==> src/design/ifrw_pkg.sv <==
// Shared types and constants for the indexed frame to RGBA writer.
package ifrw_pkg;

    localparam int MAX_SIDE_DEF     = 1024;
    localparam int PALETTE_SIZE_DEF = 256;

    localparam int COORD_W   = 10;
    localparam int SIDE_W    = 11;
    localparam int PITCH_W   = 4;
    localparam int TRANSP_W  = 9;
    localparam int INDEX_W   = 8;
    localparam int RGB_W     = 24;
    localparam int RGBA_W    = 32;
    localparam int ADDR_W    = 20;
    localparam int CFG_IDX_W = 3;
    localparam int CFG_DATA_W = 11;

    localparam logic [7:0] ALPHA_OPAQUE = 8'hff;

    typedef enum logic [CFG_IDX_W-1:0] {
        REG_FRAME_LEFT        = 3'd0,
        REG_FRAME_TOP         = 3'd1,
        REG_FRAME_WIDTH       = 3'd2,
        REG_FRAME_HEIGHT      = 3'd3,
        REG_SCREEN_HEIGHT     = 3'd4,
        REG_PITCH_LOG2        = 3'd5,
        REG_ROTATE_RIGHT      = 3'd6,
        REG_TRANSPARENT_INDEX = 3'd7
    } t_cfg_reg;

    typedef struct packed {
        logic [COORD_W-1:0]  frame_left;
        logic [COORD_W-1:0]  frame_top;
        logic [SIDE_W-1:0]   frame_width;
        logic [SIDE_W-1:0]   frame_height;
        logic [SIDE_W-1:0]   screen_height;
        logic [PITCH_W-1:0]  pitch_log2;
        logic                rotate_right;
        logic [TRANSP_W-1:0] transparent_index;
    } t_cfg;

    typedef struct packed {
        logic [ADDR_W-1:0] addr;
        logic              done;
    } t_pix_pos;

endpackage

==> src/design/ifrw_addr_gen.sv <==
// Raster counters and frame buffer address generation, with optional quarter turn.
module ifrw_addr_gen #(
    parameter int MAX_SIDE = 1024
) (
    input  logic              i_clk,
    input  logic              i_rst_n,
    input  ifrw_pkg::t_cfg    i_cfg,
    input  logic              i_step,
    output ifrw_pkg::t_pix_pos o_pos
);
    import ifrw_pkg::*;

    localparam int CNT_W = $clog2(MAX_SIDE);
    localparam int CMP_W = (CNT_W + 1 > SIDE_W + 1) ? CNT_W + 1 : SIDE_W + 1;

    logic [CNT_W-1:0]  r_col, n_col;
    logic [CNT_W-1:0]  r_row, n_row;
    logic [CMP_W-1:0]  w_width, w_height;
    logic [CMP_W-1:0]  w_col_inc, w_row_inc;
    logic              w_last_col, w_last_row;
    logic [ADDR_W-1:0] w_left_col, w_top_row, w_rot_col;
    logic [ADDR_W-1:0] w_row_addr, w_col_addr;

    // A zero side acts as one, anything above the maximum as the maximum.
    always_comb begin
        if (i_cfg.frame_width == '0) begin
            w_width = CMP_W'(1);
        end else if (CMP_W'(i_cfg.frame_width) > CMP_W'(MAX_SIDE)) begin
            w_width = CMP_W'(MAX_SIDE);
        end else begin
            w_width = CMP_W'(i_cfg.frame_width);
        end
        if (i_cfg.frame_height == '0) begin
            w_height = CMP_W'(1);
        end else if (CMP_W'(i_cfg.frame_height) > CMP_W'(MAX_SIDE)) begin
            w_height = CMP_W'(MAX_SIDE);
        end else begin
            w_height = CMP_W'(i_cfg.frame_height);
        end
    end

    assign w_col_inc  = CMP_W'(r_col) + CMP_W'(1);
    assign w_row_inc  = CMP_W'(r_row) + CMP_W'(1);
    assign w_last_col = (w_col_inc >= w_width);
    assign w_last_row = (w_row_inc >= w_height);

    always_comb begin
        n_col = r_col;
        n_row = r_row;
        if (i_step) begin
            if (w_last_col) begin
                n_col = '0;
                n_row = w_last_row ? '0 : w_row_inc[CNT_W-1:0];
            end else begin
                n_col = w_col_inc[CNT_W-1:0];
            end
        end
    end

    always_ff @(posedge i_clk) begin
        if (!i_rst_n) begin
            r_col <= '0;
            r_row <= '0;
        end else begin
            r_col <= n_col;
            r_row <= n_row;
        end
    end

    assign w_left_col = ADDR_W'(i_cfg.frame_left) + ADDR_W'(r_col);
    assign w_top_row  = ADDR_W'(i_cfg.frame_top) + ADDR_W'(r_row);
    assign w_rot_col  = ADDR_W'(i_cfg.screen_height) - ADDR_W'(i_cfg.frame_top)
                        - ADDR_W'(1) - ADDR_W'(r_row);

    // Rotated: column counter picks the row, row counter counts back from the bottom.
    assign w_row_addr = i_cfg.rotate_right ? w_left_col : w_top_row;
    assign w_col_addr = i_cfg.rotate_right ? w_rot_col : w_left_col;

    assign o_pos.addr = (w_row_addr << i_cfg.pitch_log2) + w_col_addr;
    assign o_pos.done = w_last_col && w_last_row;
endmodule

==> config.mk <==
export PLATFORM = sky130hd
export DESIGN_NAME = ifrw_addr_gen
export DESIGN_NICKNAME = d
export VERILOG_FILES = /design/src/design/ifrw_pkg.sv /design/src/design/ifrw_addr_gen.sv
export SDC_FILE = /design/constraint.sdc
export NUM_CORES = 1
export LEC_CHECK = 0
export BUFFER_PORTS_ARGS = -buffer_cell sky130_fd_sc_hd__buf_2
export CORE_ASPECT_RATIO = 1.1
export CORE_MARGIN = 5
export CORE_UTILIZATION = 50
export CTS_CLUSTER_SIZE = 28
export DETAILED_ROUTE_END_ITERATION = 8
export HOLD_SLACK_MARGIN = 0.06
export PLACE_DENSITY = 0.72
export RECOVER_POWER = 50
export SLEW_MARGIN = 20
export SYNTH_ARGS = -nofsm -noshare
export SYNTH_HDL_FRONTEND = slang
export SYNTH_SLANG_ARGS = --single-unit
==> constraint.sdc <==
create_clock -name i_clk -period 15.9 [get_ports i_clk]
set_clock_uncertainty 0.2 [all_clocks]
set_input_delay 2.385 -clock i_clk [delete_from_list [all_inputs] [get_ports i_clk]]
set_output_delay 2.385 -clock i_clk [all_outputs]
set_load 0.01 [all_outputs]
==> results of run 1 <==
[cell families (layout without fill, tap and decap cells)]
kind of cell | Yosys count | after routing | share of synthesized area
XOR/XNOR | 62 | 62 | 0.100
flip-flops | 20 | 20 | 0.0739
adder cells (fa/ha/maj) | 88 | 88 | 0.210
AO/OA/AOI/OAI | 226 | 226 | 0.290
AND/OR/NAND/NOR | 250 | 250 | 0.239
multiplexers | 17 | 17 | 0.0418
buffers and inverters | 64 | 126 | 0.0452
[stage by stage]
| stage | util | std cells | setup slack, ns | hold WS (ns) |
|---|---|---|---|---|
| 2_1_floorplan | - | 727 | 6.55 | 0.256 |
| 3_3_place_gp | 0.564 | 928 | 5.88 | 0.292 |
| 3_5_place_dp | 0.564 | 928 | 5.81 | 0.317 |
| 4_1_cts | 0.572 | 932 | 5.77 | 0.327 |
| 5_1_grt | 0.572 | 932 | 5.39 | 0.352 |
| 6_report | 0.572 | 932 | 5.74 | 0.337 |
[registers in the layout (all words and copies together), names as in the netlist]
signal	cells
r_col	10
r_row	10
[per-layer routing]
layer / share of wire / wire length [µm] / vias up / GRT usage
li1: - / - / 2837 / -
met1: 0.43 / 6180 / 2560 / 0.273
met2: 0.48 / 6940 / 166 / 0.377
met3: 0.049 / 705 / 43 / 0.0141
met4: 0.037 / 526 / 0 / 0.0818
met5: 0 / 0 / - / 0
[worst min-delay path: stages, from the launching register on]
cell     delay (ns)
dfxtp_1        0.35
nand2_1        0.07
o22ai_1        0.06
[power breakdown]
part / internal (mW) / switching [mW]
Combinational: 0.113 / 0.138
Sequential: 0.0506 / 0.000850
Clock: 0.0384 / 0.0189
[cell type report]
| cell class | count | share of cell area |
|---|---|---|
| clock buffers | 4 | 0.0148 |
| inverters | 41 | 0.0256 |
| multi-input cells | 643 | 0.796 |
| flip-flops and latches | 20 | 0.0667 |
| well taps | 143 | 0.0298 |
| repair buffers | 81 | 0.0673 |
[worst max path at each step]
stage	from	cells past startpoint	slack [ns]	endpoint
finish	i_cfg[14]	24	5.74	o_pos[20]
detailed placement	i_cfg[48]	27	5.81	o_pos[20]
global route	i_cfg[48]	27	5.39	o_pos[20]
CTS	i_cfg[48]	27	5.77	o_pos[20]
floorplan	i_cfg[14]	22	6.55	o_pos[20]
global placement	i_cfg[14]	24	5.88	o_pos[20]
[cell usage in the layout (no fill, tap or decap), types with 4 or more instances in the layout]
| master | instances |
|---|---|
| xor2_1 | 19 |
| mux2i_1 | 5 |
| buf_2 | 80 |
| inv_1 | 38 |
| a21o_1 | 21 |
| dfxtp_1 | 20 |
| a21oi_1 | 47 |
| mux2_2 | 7 |
| nand2b_1 | 20 |
| o21a_1 | 12 |
| and4b_1 | 7 |
| o21ai_1 | 10 |
| or3_1 | 5 |
| xnor2_1 | 43 |
| o21bai_1 | 7 |
| a211oi_1 | 17 |
| nor2b_1 | 7 |
| nor3b_1 | 10 |
| nand3b_1 | 4 |
| nor3_1 | 24 |
| o21ai_0 | 27 |
| ha_1 | 83 |
| and3_1 | 10 |
| nor2_1 | 48 |
| a31oi_1 | 12 |
| nor4_1 | 8 |
| and2_1 | 7 |
| nand2_1 | 58 |
| nand3_1 | 28 |
| fa_1 | 5 |
| o22ai_1 | 10 |
| a21boi_0 | 13 |
| o211ai_1 | 4 |
==> key figures, run 1 <==
Critical path
  • Crit Reg-Reg Endpoint: r_row[1]$_SDFFE_PN0P_
  • Length in cells of the worst reg-to-reg path: 12
  • Cell type with the highest occurrence count on the critical path: xnor2_1
  • CP Data Required Time: 13.32 ns
  • Capturing element type of the critical path: primary output
  • Critical Path Source Type: input pin
  • Bufs and invs on worst path: 4
  • Critical-path cell list: buf_2 -> inv_1 -> ha_1 -> inv_1 -> fa_1 -> fa_1 -> a21o_1 -> a21oi_1 -> nor2b_1 -> o21a_1 -> o41a_1 -> a31o_2 -> xnor2_1 -> a21oi_1 -> ha_1 -> and4_1 -> o211ai_1 -> o21bai_1 -> a21boi_1 -> o41ai_1 -> o21ai_1 -> xnor2_1 -> xnor2_1 -> buf_2
  • CP top delay family: compound AO/OA/AOI/OAI gates
  • Class of the most critical setup path: input pin to primary output
  • Cell type of the slowest stage on the worst timing path: o41ai_1
  • Crit path arrival time: 7.58 ns
  • Maximum fanout along the worst path: 4
  • R2R Setup Slk: 11.63 ns
  • Critical Path Max Stage Delay: 0.54 ns
  • Startpoint of the lowest-slack register-to-register path: r_col[1]$_SDFFE_PN0P_

Detailed routing
  • Total wire length after detailed routing: 14.3 mm
  • Average routed wire per standard cell: 15.4 µm
  • Starting DRT DRC Count: 350
  • Vias: 5,606
  • Detailed Routing Iterations Pass 1: 5
  • Via density per instance: 6.02
  • Antenna-violating nets left: 0
  • DRC violation count after routing: 0

Yosys
  • Number of enable flip-flop cells after synthesis: 0
  • Commonest cells post-synth: ha_1, nand2_1, nor2_1
  • Synthesized net count: 885
  • Proportion of synthesized chip area in sequential cells: 0.0739
  • Most used standard cell by instance count after synthesis: ha_1
  • Most used flip-flop cell after synthesis: dfxtp_1
  • Gate count of the mapped netlist: 727
  • Synthesized area divided by synthesized cell count: 7.46 µm²
  • Yosys top cell area share: 0.192
  • Synth async-reset ratio: 0
  • Post-synth top area cell: ha_1
  • Post-Syn Area: 5420 µm²
  • Distinct cell type count of the synthesized netlist: 74
  • Yosys synthesis warning count: 0
  • Cell types with the largest area share after synthesis: ha_1, dfxtp_1, xnor2_1
  • Flop and latch count out of synthesis: 20

Clock network
  • Clock insertion delay at the later pin of the skew report: 0.25 ns
  • CTS resizes: 0
  • Hold buffers post-CTS: 0
  • Count of buffers added by post-CTS timing repair for setup: 0
  • CTS Root Buffer Type: clkbuf_16
  • Max clock buf depth: 2
  • Cts bufs inserted: 3
  • Max H-tree Level: 1
  • Clock Pin Slew Worst Setup and Hold Paths: 0.06 ns
  • TritonCTS clock tree: built
  • Num Clock Sinks: 20

Timing
  • Number of pins exceeding their max-slew limit in the final report: 0
  • Setup tns final: 0 ns
  • Final count of negative-setup-slack endpoints: 0
  • Post-layout minimum cycle time: 10.16 ns
  • Final Hold Viols: 0
  • Transition time at the pin with the least slew margin: 1.41 ns
  • Setup repair after global routing missed its margin: no
  • Final clock period utilization by the worst path: 0.639
  • Slew HR: 0.0529
  • Peak clock frequency supported by timing: 98.4 MHz

Placement
  • Post-Place Cell Area: 5910 µm²
  • Last weighted congestion value of the routability-driven placer: 0.956
  • Total half-perimeter wirelength after legalization and detailed placement: 12.1 mm
  • Port Buf Inserts: 81

Power and ir drop
  • Pwr dens: 59.9 nW/µm²
  • Worst-case vdd ir drop: 0.0562 mV
  • Overall power consumption: 0.359 mW
  • LEAKAGE: 2.74 nW

Global routing
  • Pin count of the biggest net entering global routing: 49
  • Wire length of the first global-routing pass: 23.6 mm
  • Overall fraction of global-route tracks in use: 0.215
  • GRT Residual Overflow: 0
  • Initial antenna violation count: 0
  • Vias in the first global route: 5,259

Hold path
  • Number of cells on the worst hold path: 2
  • End point of the most critical hold path: r_row[7]$_SDFFE_PN0P_
  • Worst hold path type: flop to flop
  • Hold Startpoint: r_row[7]$_SDFFE_PN0P_

Cells and area
  • Area of the multi-input gates: 4780 µm²
  • Total Nets Final: 948
  • Area growth, synth to finish: 10.7%
  • Footprint of the flip-flops and latches: 400 µm²
  • Fraction of layout cells with a size suffix above 1: 0.150
  • Area of all placed cells without fillers: 6000 µm²
  • Antenna Cells: 0
  • Filler cells: 991

Floorplanning
  • Row cnt: 39
  • Number of top-level pins: 91
  • Die extent in x: 109 µm
  • Die height: 119 µm
  • Placeable core area: 10,500 µm²
  • Full die area: 13,000 µm²
  • Starting Density: 0.517

Flow run
  • Count of maximum capacitance violations: 0

Run status
  • Run status: finished clean
Power figures use the tool's default switching activity.
==> inputs of run 2 (changes only) <==
ABC_AREA = 1   (was not set)
PLACE_DENSITY = 0.75   (was 0.72)
clock period = 8.27 ns   (was 15.9 ns; I/O delays follow)
==> run 2 against run 1 <==
First-iteration DRC count is 10% lower. Critical path type unchanged. Synthesized area rose by 2.5%. Highest routed layer unchanged. Hold slack got worse by 0.016 ns. Combinational power rose by 110%.
==> key figures, run 2 <==
Yosys
  • Post-Syn Area: 5560 µm² (+2.5%)
  • Proportion of synthesized chip area in sequential cells: 0.0720 (-0.00181)
  • Synth async-reset ratio: 0 (unchanged)
  • Post-synth top area cell: ha_1
  • Most used flip-flop cell after synthesis: dfxtp_1
  • Yosys top cell area share: 0.187 (-0.00470)
  • Number of enable flip-flop cells after synthesis: 0 (unchanged)
  • Most used standard cell by instance count after synthesis: nand2_1
  • Distinct cell type count of the synthesized netlist: 45 (-39%)
  • Yosys synthesis warning count: 0 (unchanged)
  • Synthesized net count: 1,084 (+22%)
  • Synthesized area divided by synthesized cell count: 6.00 µm² (-20%)
  • Commonest cells post-synth: nand2_1, inv_1, ha_1
  • Gate count of the mapped netlist: 926 (+27%)
  • Cell types with the largest area share after synthesis: ha_1, nand2_1, inv_1
  • Flop and latch count out of synthesis: 20 (unchanged)

Power and ir drop
  • Worst-case vdd ir drop: 0.0910 mV (+62%)
  • Net switching power: 0.364 mW (+130%)
  • Pwr dens: 123 nW/µm² (+110%)
  • Overall power consumption: 0.762 mW (+110%)
  • Share of total power in combinational logic: 0.689 (-0.008)
  • Internal Power: 0.398 mW (+97%)
  • Clock power share: 0.177 (+0.018)
  • LEAKAGE: 3.39 nW (+24%)
  • Switching part of the total: 0.478 (+0.0399)
  • Fraction of power consumed by sequential logic: 0.134 (-0.009)

Cells and area
  • Post-route core utilization: 0.566 (-0.00650)
  • Antenna Cells: 0 (unchanged)
  • Area growth, synth to finish: 11.0%
  • Leading cell types in the layout, fill and taps excluded: nand2_1, inv_1, ha_1, nand3_1, buf_2
  • Registers with the most flip-flops: r_col (10), r_row (10)
  • Number of standard cells in the final layout excluding fillers: 1,141 (+22%)
  • Area of all placed cells without fillers: 6170 µm² (+2.8%)
  • Most common cell after layout, fill and taps aside: nand2_1
  • Total Nets Final: 1,153 (+22%)
  • Fraction of layout cells with a size suffix above 1: 0.138 (-0.0117)

Global routing
  • Overall fraction of global-route tracks in use: 0.217 (+0.00193)
  • Vias in the first global route: 5,772 (+9.8%)
  • Pin count of the biggest net entering global routing: 30 (-39%)
  • Wire length of the first global-routing pass: 25.0 mm (+6.1%)
  • GRT Residual Overflow: 0 (unchanged)
  • Initial antenna violation count: 0 (unchanged)

Detailed routing
  • Antenna-violating nets left: 0 (unchanged)
  • Total wire length after detailed routing: 14.3 mm (-0.60%)
  • DRC violation count after routing: 0 (unchanged)
  • Vias: 6,077 (+8.4%)
  • Via density per instance: 5.33 (-11%)
  • Met1 layer wirelength in the final routing: 6.46 mm (+4.6%)
  • Detailed Routing Iterations Pass 1: 5 (unchanged)
  • Highest metal layer used by the detailed router: met4
  • Average routed wire per standard cell: 12.5 µm (-19%)
  • Starting DRT DRC Count: 314 (-10%)
  • Routed wire length on met2: 6.78 mm (-2.3%)
  • Met3 routed wirelength: 725 µm (+2.8%)

Critical path
  • Critical Path Source Type: input pin
  • Cell type of the slowest stage on the worst timing path: ha_1
  • Startpoint of the lowest-slack register-to-register path: r_col[1]$_SDFFE_PN0P_
  • Class of the most critical setup path: input pin to primary output
  • Length in cells of the worst reg-to-reg path: 11 (-1)
  • Capturing element type of the critical path: primary output
  • Cell type with the highest occurrence count on the critical path: nand2_1
  • Critical Path Max Stage Delay: 0.42 ns (-0.12 ns)
  • Maximum fanout along the worst path: 6 (+2)
  • CP Data Required Time: 6.83 ns (-6.49 ns)
  • Crit path arrival time: 5.62 ns (-1.96 ns)
  • Crit Reg-Reg Endpoint: r_col[4]$_SDFFE_PN0P_
  • R2R Setup Slk: 4.97 ns (-6.66 ns)

Clock network
  • Num Clock Sinks: 20 (unchanged)
  • Max clock buf depth: 2 (unchanged)
  • Clock Pin Slew Worst Setup and Hold Paths: 0.06 ns (about the same)
  • CTS resizes: 0 (unchanged)
  • Count of buffers added by post-CTS timing repair for setup: 0 (unchanged)
  • Clock insertion delay at the later pin of the skew report: 0.25 ns (about the same)
  • TritonCTS clock tree: built
  • Hold buffers post-CTS: 0 (unchanged)
  • Max H-tree Level: 1 (unchanged)
  • Cts bufs inserted: 3 (unchanged)
  • CTS Root Buffer Type: clkbuf_16

Run status
  • Run status: finished clean

Placement
  • Placement-stage worst setup slack: 1.17 ns (-4.63 ns)
  • Last weighted congestion value of the routability-driven placer: 0.956 (about the same)
  • Total half-perimeter wirelength after legalization and detailed placement: 12.4 mm (+2.0%)
  • Post-Place Cell Area: 6070 µm² (+2.6%)
  • Instance count after placement with tap cells included: 1,137 (+23%)
  • Port Buf Inserts: 81 (unchanged)

Timing
  • Number of pins exceeding their max-slew limit in the final report: 0 (unchanged)
  • Crit path setup slack, layout: 1.21 ns (-4.52 ns)
  • Slew HR: 0.543 (+0.490)
  • Setup repair after global routing missed its margin: no
  • Worst hold slack: 0.322 ns (-0.0157 ns)
  • Final Hold Viols: 0 (unchanged)
  • Setup tns final: 0 ns (unchanged)
  • Post-layout minimum cycle time: 7.06 ns
  • Peak clock frequency supported by timing: 142 MHz
  • Transition time at the pin with the least slew margin: 0.682 ns (-0.723 ns)
  • Final clock period utilization by the worst path: 0.853
  • Final count of negative-setup-slack endpoints: 0 (unchanged)

Floorplanning
  • Full die area: 13,300 µm² (+2.3%)
  • Die extent in x: 111 µm (+1.1%)
  • Row cnt: 40 (+2.6%)
  • Placeable core area: 10,900 µm² (+4.0%)
  • Number of top-level pins: 91 (unchanged)
  • Starting Density: 0.509 (-0.00735)
  • Die height: 121 µm (+1.1%)

Hold path
  • End point of the most critical hold path: r_col[2]$_SDFFE_PN0P_
  • Worst hold path type: flop to flop
  • Hold Startpoint: r_col[2]$_SDFFE_PN0P_
  • Number of cells on the worst hold path: 2 (unchanged)

Flow run
  • Count of maximum capacitance violations: 0 (unchanged)
==> run 2: cell families (layout without fill, tap and decap cells) <==
logic type | Yosys count | count (layout) | synth area share
adder cells (fa/ha/maj) | 88 | 88 | 0.205
AO/OA/AOI/OAI | 171 | 171 | 0.186
buffers and inverters | 140 | 208 | 0.0973
flip-flops | 20 | 20 | 0.0720
AND/OR/NAND/NOR | 466 | 466 | 0.375
XOR/XNOR | 41 | 41 | 0.0646
==> run 2: power by group through the flow <==
stage	logic (mW)	registers [mW]	clock network [mW]
floorplan	0.387	0.104	0
global placement	0.520	0.104	0
detailed placement	0.523	0.105	0
CTS	0.525	0.102	0.137
global route	0.601	0.103	0.141
finish	0.525	0.102	0.135
==> run 2: per-layer routing <==
layer | GRT usage | vias to the layer above
met5 | 0 | -
met4 | 0.0547 | 0
met3 | 0.0200 | 18
met2 | 0.398 | 149
met1 | 0.273 | 2663
li1 | - | 3247
==> run 2: critical path: cells and delay by family <==
kind            cells  cell delay [ns]
compound gates      5             0.59
xor+xnor            1             0.16
fa+ha+maj           3             1.08
buf+inv             7             0.56
simple gates       15             2.00
==> run 2: cell type report <==
cell class                 count  area (µm²)
fill                        1196        4740
multi-input combinational    766        4610
inverter                     123         462
timing repair buffer          81         405
sequential                    20         400
tap                          147         184
clock buffer                   3        75.1
clock inverter                 1        30.0
==> run 2: worst max-delay path by stage <==
stage                   start        end  slack (ns)  cells after the start
finish              i_cfg[49]  o_pos[20]        1.21                     31
global route        i_cfg[49]  o_pos[20]        0.67                     31
CTS                 i_cfg[49]  o_pos[20]        1.17                     31
detailed placement  i_cfg[49]  o_pos[20]        1.17                     31
global placement    i_cfg[49]  o_pos[20]        1.21                     31
floorplan           i_cfg[49]  o_pos[20]        2.07                     30
==> inputs of run 3 (changes only) <==
CELL_PAD_IN_SITES_DETAIL_PLACEMENT = 0   (was not set)
CELL_PAD_IN_SITES_GLOBAL_PLACEMENT = 2   (was not set)
CORE_UTILIZATION = 28   (was 50)
HOLD_SLACK_MARGIN = not set   (was 0.06)
PLACE_DENSITY = not set   (was 0.75)
PLACE_DENSITY_LB_ADDON = 0.1   (was not set)
==> run 3 against run 2 <==
Non-clock buffer count stayed put. Routed wire length is 27% higher. Critical path depth stayed put. Core utilization is 25 points lower. Largest cell class unchanged. Power is 2.5% higher. Global-route usage is 5.4 points lower. Setup slack worse by 0.17 ns. Sequential share of layout area is 0.13 points lower. Design area is 2.1% higher. Maximum frequency is 2.4% lower. Final cell count is 9.2% higher.
==> key figures, run 3 (synthesized netlist as in run 2, its figures left out) <==
Run status
  • Run status: finished clean

Detailed routing
  • Via density per instance: 4.80 (-9.9%)
  • Detailed Routing Iterations Pass 1: 4 (-1)
  • Antenna-violating nets left: 0 (unchanged)
  • Vias: 5,977 (-1.6%)
  • Starting DRT DRC Count: 205 (-35%)
  • Average routed wire per standard cell: 14.6 µm (+16%)
  • DRC violation count after routing: 0 (unchanged)
  • Total wire length after detailed routing: 18.1 mm (+27%)

Global routing
  • Initial antenna violation count: 1 (+1)
  • Pin count of the biggest net entering global routing: 30 (unchanged)
  • GRT Residual Overflow: 0 (unchanged)
  • Vias in the first global route: 6,208 (+7.6%)
  • Overall fraction of global-route tracks in use: 0.163 (-0.0538)
  • Wire length of the first global-routing pass: 30.2 mm (+21%)

Placement
  • Post-Place Cell Area: 6200 µm² (+2.2%)
  • Placement-stage worst setup slack: 0.922 ns (-0.250 ns)
  • Last weighted congestion value of the routability-driven placer: 0.825 (-14%)
  • Port Buf Inserts: 81 (unchanged)
  • Total half-perimeter wirelength after legalization and detailed placement: 16.1 mm (+30%)

Clock network
  • Num Clock Sinks: 20 (unchanged)
  • Clock Pin Slew Worst Setup and Hold Paths: 0.06 ns (about the same)
  • TritonCTS clock tree: built
  • Cts bufs inserted: 3 (unchanged)
  • Clock insertion delay at the later pin of the skew report: 0.26 ns (about the same)
  • Hold buffers post-CTS: 0 (unchanged)
  • Max clock buf depth: 2 (unchanged)
  • Max H-tree Level: 1 (unchanged)
  • CTS resizes: 0 (unchanged)
  • Count of buffers added by post-CTS timing repair for setup: 0 (unchanged)
  • CTS Root Buffer Type: clkbuf_16

Critical path
  • Cell type with the highest occurrence count on the critical path: nand2_1
  • Critical Path Source Type: input pin
  • Maximum fanout along the worst path: 6 (unchanged)
  • Class of the most critical setup path: input pin to primary output
  • Cell type of the slowest stage on the worst timing path: ha_1
  • CP top delay family: simple AND/OR/NAND/NOR gates
  • Capturing element type of the critical path: primary output
  • CP Data Required Time: 6.83 ns (about the same)
  • Critical Path Max Stage Delay: 0.43 ns (about the same)
  • Crit path arrival time: 5.79 ns (+0.17 ns)
  • Bufs and invs on worst path: 7 (unchanged)

Timing
  • Transition time at the pin with the least slew margin: 0.701 ns (+0.0189 ns)
  • Slew HR: 0.531 (-0.0127)
  • Post-layout minimum cycle time: 7.23 ns (+0.171 ns)
  • Final Hold Viols: 0 (unchanged)
  • Final count of negative-setup-slack endpoints: 0 (unchanged)
  • Setup repair after global routing missed its margin: no
  • Setup tns final: 0 ns (unchanged)
  • Number of pins exceeding their max-slew limit in the final report: 0 (unchanged)
  • Peak clock frequency supported by timing: 138 MHz (-2.4%)
  • Final clock period utilization by the worst path: 0.874 (+0.0206)
  • Crit path setup slack, layout: 1.04 ns (-0.171 ns)

Cells and area
  • Leading cell types in the layout, fill and taps excluded: nand2_1, inv_1, ha_1, nand3_1, buf_2
  • Area of all placed cells without fillers: 6300 µm² (+2.1%)
  • Fraction of layout cells with a size suffix above 1: 0.137 (-0.00101)
  • Registers with the most flip-flops: r_col (10), r_row (10)
  • Filler cells: 2,270 (+90%)
  • Post-route core utilization: 0.320 (-0.245)
  • Total Nets Final: 1,153 (unchanged)
  • Antenna Cells: 0 (unchanged)
  • Most common cell after layout, fill and taps aside: nand2_1
  • Area growth, synth to finish: 13.4%

Hold path
  • Worst hold path type: flop to flop

Flow run
  • Count of maximum capacitance violations: 0 (unchanged)

Floorplanning
  • Starting Density: 0.283 (-0.227)
  • Die extent in x: 144 µm (+31%)
  • Placeable core area: 19,700 µm² (+80%)
  • Row cnt: 54 (+35%)
  • Full die area: 22,800 µm² (+71%)
  • Die height: 158 µm (+31%)
  • Number of top-level pins: 91 (unchanged)

Power and ir drop
  • Fraction of power consumed by sequential logic: 0.131 (-0.003)
  • Pwr dens: 124 nW/µm² (+0.41%)
  • Internal Power: 0.399 mW (+0.21%)
  • Switching part of the total: 0.490 (+0.0118)
  • Share of total power in combinational logic: 0.694 (+0.005)
  • Net switching power: 0.383 mW (+5.1%)
  • Clock power share: 0.175 (-0.002)
  • Worst-case vdd ir drop: 0.0755 mV (-17%)
  • LEAKAGE: 3.39 nW (about the same)
## run 3: per-stage QoR
stage | hold WS [ns] | instances | power [mW]
2_1_floorplan | 0.286 | 926 | 0.490
3_3_place_gp | 0.307 | 1242 | 0.661
4_1_cts | 0.318 | 1246 | 0.798
6_report | 0.321 | 1246 | 0.781
5_1_grt | 0.338 | 1246 | 0.870
3_5_place_dp | 0.309 | 1242 | 0.657
## run 3: worst paths after layout
kind                          from                     to  slack (ns)  cells past startpoint
max                      i_cfg[49]              o_pos[20]        1.04                     31
max reg2reg  r_col[0]$_SDFFE_PN0P_  r_col[8]$_SDFFE_PN0P_        4.81                     11
min reg2reg  r_col[4]$_SDFFE_PN0P_  r_col[4]$_SDFFE_PN0P_        0.32                      2
min          r_col[4]$_SDFFE_PN0P_  r_col[4]$_SDFFE_PN0P_        0.32                      2
## run 3: area by class of cell
class	count	area, µm²	area share
Clock inverter	1	30.0	0.00477
Inverter	123	462	0.0733
Tap cell	252	315	0.0500
Timing Repair Buffer	81	404	0.0641
Sequential cell	20	400	0.0635
Clock buffer	3	75.1	0.0119
Multi-Input combinational cell	766	4610	0.732
## run 3: worst min-delay path, delay by kind of cell (launching register included)
kind	cells	cell delay, ns
simple gates	1	0.07
flops	1	0.34
compound gates	1	0.06
## run 3: power groups by stage
stage,Sequential [mW],Combinational (mW),Clock [mW]
final,0.103,0.542,0.137
after global routing,0.103,0.624,0.142
after detailed placement,0.105,0.552,0
after CTS,0.103,0.555,0.140
after floorplan,0.104,0.387,0
after global placement,0.105,0.556,0
## run 3: per-layer routing
| metal | track usage | vias to the layer above | part of all wire |
|---|---|---|---|
| li1 | - | 3240 | - |
| met4 | 0.0320 | 2 | 0.016 |
| met1 | 0.209 | 2643 | 0.46 |
| met2 | 0.302 | 77 | 0.49 |
| met3 | 0.00937 | 15 | 0.032 |
| met5 | 0 | - | 0.00039 |
